**config.mk**
```make
export PLATFORM = sky130hd
export DESIGN_NAME = mzrb_inv_map
export DESIGN_NICKNAME = d
export VERILOG_FILES = /design/src/hdl/mzrb_pkg.sv /design/src/hdl/mzrb_inv_map.sv
export SDC_FILE = /design/constraint.sdc
export NUM_CORES = 2
export LEC_CHECK = 0
export ABC_AREA = 0
export BUFFER_PORTS_ARGS = -buffer_cell sky130_fd_sc_hd__buf_2
export CAP_MARGIN = 30
export CORE_MARGIN = 1.5
export CORE_UTILIZATION = 55
export DETAILED_ROUTE_END_ITERATION = 10
export GPL_ROUTABILITY_DRIVEN = 1
export GPL_TIMING_DRIVEN = 0
export HOLD_SLACK_MARGIN = 0.05
export PLACE_DENSITY = 0.74
export SYNTH_ARGS = -nofsm -noshare
export SYNTH_HDL_FRONTEND = slang
export SYNTH_SLANG_ARGS = --single-unit
```
**constraint.sdc**
```tcl
create_clock -name clk_i -period 2.7 [get_ports clk_i]
set_clock_uncertainty 0.05 [all_clocks]
set_input_delay 0.27 -clock clk_i [delete_from_list [all_inputs] [get_ports clk_i]]
set_output_delay 0.27 -clock clk_i [all_outputs]
set_load 0.005 [all_outputs]
```
**src/hdl/mzrb_pkg.sv**
```systemverilog
// Package for the MTF / zero-run bucket decoder.
// Holds shared widths, operation and status codes, and the MTF list command word.
// No dependencies.
`default_nettype none

package mzrb_pkg;

  // Fixed field widths
  localparam int unsigned BYTE_W  = 8;
  localparam int unsigned SYM_W   = 9;
  localparam int unsigned REP_W   = 22;
  localparam int unsigned LEN_W   = 21;
  localparam int unsigned ASIZE_W = 9;
  localparam int unsigned STAT_W  = 3;

  // Reset values of the configuration registers
  localparam logic [LEN_W-1:0]   BUCKET_LENGTH_RST = 21'd1048576;
  localparam logic [ASIZE_W-1:0] ALPHABET_SIZE_RST = 9'd256;

  // Symbol codes for zero-rank runs
  localparam logic [SYM_W-1:0] SYM_RUNA = 9'd0;
  localparam logic [SYM_W-1:0] SYM_RUNB = 9'd1;

  // Configuration register indexes
  localparam logic REG_BUCKET_LENGTH = 1'b0;
  localparam logic REG_ALPHABET_SIZE = 1'b1;

  // Input word operation codes
  typedef enum logic [1:0] {
    OP_MAP  = 2'd0,
    OP_MTF  = 2'd1,
    OP_SYM  = 2'd2,
    OP_NONE = 2'd3
  } op_e;

  // Result status codes
  typedef enum logic [STAT_W-1:0] {
    ST_OK        = 3'd0,
    ST_DONE      = 3'd1,
    ST_OVERRUN   = 3'd2,
    ST_EARLY_END = 3'd3,
    ST_BAD_RANK  = 3'd4
  } status_e;

  // Command to the row of MTF cells
  typedef struct packed {
    logic load;  // write load data into the selected cell
    logic move;  // move selected entry to front, shift the ones above it down
  } mtf_cmd_t;

endpackage

`default_nettype wire

```
**src/hdl/mzrb_inv_map.sv**
```systemverilog
// Inverse alphabet map: local code to byte, one write port and one registered read.
// Depends on mzrb_pkg.
`default_nettype none

module mzrb_inv_map #(
  parameter int unsigned ALPHABET = 256,
  parameter int unsigned IDX_W    = 8
) (
  input  wire logic                        clk_i,
  input  wire logic                        we_i,
  input  wire logic [IDX_W-1:0]            waddr_i,
  input  wire logic [mzrb_pkg::BYTE_W-1:0] wdata_i,
  input  wire logic                        re_i,
  input  wire logic [IDX_W-1:0]            raddr_i,
  output logic      [mzrb_pkg::BYTE_W-1:0] rdata_o
);

  logic [mzrb_pkg::BYTE_W-1:0] mem [ALPHABET];
  logic [mzrb_pkg::BYTE_W-1:0] rdata_q;

  // Write and registered read
  always_ff @(posedge clk_i) begin
    if (we_i) begin
      mem[waddr_i] <= wdata_i;
    end
    if (re_i) begin
      rdata_q <= mem[raddr_i];
    end
  end

  assign rdata_o = rdata_q;

endmodule

`default_nettype wire

```
# Yosys cells after proc, flatten, opt, wreduce, memory -nomap -nowiden
# Memory sizes are Yosys's and may differ from the RTL's. A register that Yosys moved wholly into a read port is not among the register bits.
# Index checks and enable logic that the tools add are counted.
# classes
n_addsub	0
multipliers	0
n_div	0
magnitude_cmp	0
n_eq_ne	0
shifts	0
n_mux	2
bitwise_logic	0
reduce_logical	0
# op_table
cell	count
$mux 1	2
# totals
reg_bits	0
latchBits	0
mem_bits_rw	2048
mem_bits_ro	0
input_bits	27
out_inout_bits	8
n_memories	1
# mem_list
name	words	width	rd	rd_ports_with_merged_regs	wr	line	text
mem	256	8	1	1	1	mzrb_inv_map.sv:18	logic [mzrb_pkg::BYTE_W-1:0] mem [ALPHABET];

# Longest topological paths before layout
# logic_depth
ltp_word	2
depth_mapped	11
ltp_nobuf	6

# Worst setup path before layout
# OpenSTA, ideal clock, no wires.
# synth_path
kind	input-to-reg
from	in raddr_i[0]
to	reg rdata_q, in the netlist rdata_o[2], read port of mem (data pin)
arrival_ps	2077
required_time_ps	2381
setup_slack_ps	304
path_stages	9
path_cell_list	buf_6 > buf_12 > buf_8 > buf_2 > mux4_2 > a22oi_1 > a21oi_1 > nor4_1 > nor4_2
# synth_rtl
element	line	text
from (decl)	mzrb_inv_map.sv:14	input wire logic [IDX_W-1:0] raddr_i,
to (decl)	mzrb_inv_map.sv:19	logic [mzrb_pkg::BYTE_W-1:0] rdata_q;

# Worst setup path after layout
# layout_path
from	in waddr_i[3]
to	mem mem[136][0] (netlist bit), enable pin
# layout_rtl
element	line	text
from (decl)	mzrb_inv_map.sv:11	input wire logic [IDX_W-1:0] waddr_i,
to (decl)	mzrb_inv_map.sv:18	
# Straight into the memory's write port.

==> flow_metrics.env <==
export IMPL_outcome="complete, but fails checks"
export IMPL_violations="design-rule violations, negative setup slack"
export IMPL_grt_max_degree=165
export IMPL_ys_warn_count=0
export IMPL_post_drt_wl_per_cell_um=38.5
export IMPL_grtUsageTotal_pct=32.2
export IMPL_critPathLaunchType="input pin"
export IMPL_highest_layer="met5"
export IMPL_cts_buffers=198
export IMPL_wl_met2_mm=104
export IMPL_ys_flop_type="edfxtp_1"
export IMPL_r2r_start="mem[181][5]$_DFFE_PP_"
export IMPL_cts_tree="done"
export IMPL_synth_edf_count=2056
export IMPL_first_pass_iters=10
export IMPL_setup_viol=418
export IMPL_antenna_found_initial=10
export IMPL_cts_root_buf="clkbuf_16"
export IMPL_finalNetCount=4072
export IMPL_fmax_ghz=0.334
export IMPL_synth_fp_nets=3760
export IMPL_drive_above_1_share_pct=29.2
export IMPL_synthCells=3733
export IMPL_path_clk_slew_ps=60
export IMPL_synth_simple_area_share_pct=2.63
export IMPL_cts_num_sinks=2056
export IMPL_netlist_area_mm2=0.0796
export IMPL_fin_ws_ps=-291
export IMPL_synth_mux_area_share_pct=14.6
export IMPL_hp_class="in2reg"
export IMPL_met3WireLength_mm=35.9
export IMPL_end_kind="flop"
export IMPL_final_core_util_pct=63.1
export IMPL_wl_met1_mm=79.9
export IMPL_crit_fanout=10
export IMPL_synth_xor_area_share_pct=0
export IMPL_ant_nets=0
export IMPL_synth_compound_area_share_pct=3.42
export IMPL_overflow=0
export IMPL_crit_type="in2reg"
export IMPL_port_buffers=27
export IMPL_clockBufferDepth=3
export IMPL_fin_setup_tns_ps=-39460
export IMPL_final_cell_mix="edfxtp_1, mux4_2, clkbuf_16"
export IMPL_max_cap_violations=0
export IMPL_p_leak_nw=28.0
export IMPL_clock_latency_ps=850
export IMPL_die_w_um=384
export IMPL_place_congestion=1.03
export IMPL_yosysSeqAreaShare_pct=77.5
export IMPL_vdd_ir_drop_max_uv=616
export IMPL_rsz0062_at_grt="yes"
export IMPL_crit_start="waddr_i[3]"
export IMPL_drv_slew=0
export IMPL_vias=42900
export IMPL_io_pins=35
export IMPL_synth_async_reset_ratio_pct=0
export IMPL_pre_cts_slack_ps=-2080
export IMPL_fillCellCount=9445
export IMPL_rows=139
export IMPL_hold_viol=0
export IMPL_core_mm2=0.144
export IMPL_synthAdderAreaFrac_pct=0
export IMPL_min_period_ps=2990
export IMPL_required_ps=3100
export IMPL_stdcell_count=6112
export IMPL_synth_top_family_by_area="multiplexers"
export IMPL_synth_seq_cells=2056
export IMPL_die_height_um=384
export IMPL_slew_headroom_pct=18.8
export IMPL_initial_core_util_pct=55.4
export IMPL_htreeDepth=4
export IMPL_synthesis_area_per_instance_um2=21.3
export IMPL_grt_first_pass_wirelength_mm=323
export IMPL_p_per_area_mw_per_mm2=727
export IMPL_grt_pass1_vias=41500
export IMPL_floorplan_die_area_mm2=0.147
export IMPL_cp_arrival_ps=3390
export IMPL_area_growth_syn_to_layout_pct=13.9
export IMPL_synth_cell_types=54
export IMPL_drc=8
export IMPL_hp_start="waddr_i[0]"
export IMPL_post_route_period_util_pct=111
export IMPL_drt_wl_total_mm=235
export IMPL_routed_via_density=7.01
export IMPL_dp_cells=5728
export IMPL_drt_iter0_drc=7548
export IMPL_tightest_slew_ps=1220
export IMPL_layout_commonest_cell="edfxtp_1"
export IMPL_hpwl_mm=155
-- critical path: stages --
cell and delay, ps:
clkbuf_1 590, nor2b_1 210, clkbuf_1 400, nand3_1 440, clkbuf_2 730, nor2_2 720
-- flip-flops by register name, indices dropped and copies added, names as in the netlist --
name,count
rdata_o,8
mem,2048
-- worst paths after layout --
check / slack, ps / to / cells after the start
max reg2reg: 20 / rdata_o[5]$_DFFE_PP_ / 6
min: 300 / mem[167][6]$_DFFE_PP_ / 3
max: -290 / mem[136][0]$_DFFE_PP_ / 6
min reg2reg: 1230 / rdata_o[0]$_DFFE_PP_ / 5
-- layer usage --
layer,up-vias,GRT usage (%)
li1,16300,-
met1,22000,43.0
met2,3804,46.3
met3,723,11.6
met4,10,18.4
met5,-,0
-- where the power goes --
| part | internal, mW | switching, mW | total [mW] |
|---|---|---|---|
| clock network | 14.7 | 12.0 | 26.7 |
| registers | 35.2 | 0.0272 | 35.2 |
| logic | 1.26 | 2.74 | 4.00 |
-- synthesized netlist by cell type, types with 24 or more instances --
cell / number / share of area [%]
nor4_1: 24 / 0.19
a22oi_1: 133 / 1.3
a21oi_1: 96 / 0.60
edfxtp_1: 2056 / 78
nor2b_1: 31 / 0.24
o221ai_1: 46 / 0.51
nand3_1: 34 / 0.21
mux4_2: 454 / 13
buf_2: 31 / 0.19
o22ai_1: 28 / 0.22
buf_4: 27 / 0.25
nor2_1: 282 / 1.3
nand2_1: 33 / 0.16
clkbuf_1: 111 / 0.52
mux2i_1: 134 / 1.7
-- layout make-up --
class	instances	area, µm²	share of cell area [%]
clock inverter	109	952	1.05
timing repair buffer	116	1320	1.45
inverter	2	8.76	0.00966
sequential	2056	61700	68.1
tap	1903	2380	2.63
antenna	4	10.0	0.0110
clock buffer	251	5170	5.71
multi-input combinational	1442	17500	19.3
buffer	229	1590	1.75
-- logic make-up after synthesis --
kind of cell	after synthesis
compound gates	385
buf+inv	235
flops	2056
mux	591
simple gates	466
-- through the flow --
step / hold slack, ps / instance area, µm² / power, mW
6_report: 303 / 90700 / 66.0
5_1_grt: 286 / 90700 / 67.0
4_1_cts: 232 / 90200 / 65.7
3_5_place_dp: 626 / 83100 / 39.5
3_3_place_gp: 617 / 82200 / 39.5
2_1_floorplan: 319 / 79600 / 37.6
-- timing repair --
item,in CTS,in global routing
setup buffers,5,4
gates resized for setup,247,143
hold endpoints to repair,708,0
gates cloned,0,0
pin swaps,6,3
hold buffers,9,0
setup endpoints to repair,967,1104
(Power assumes the default switching activity.)
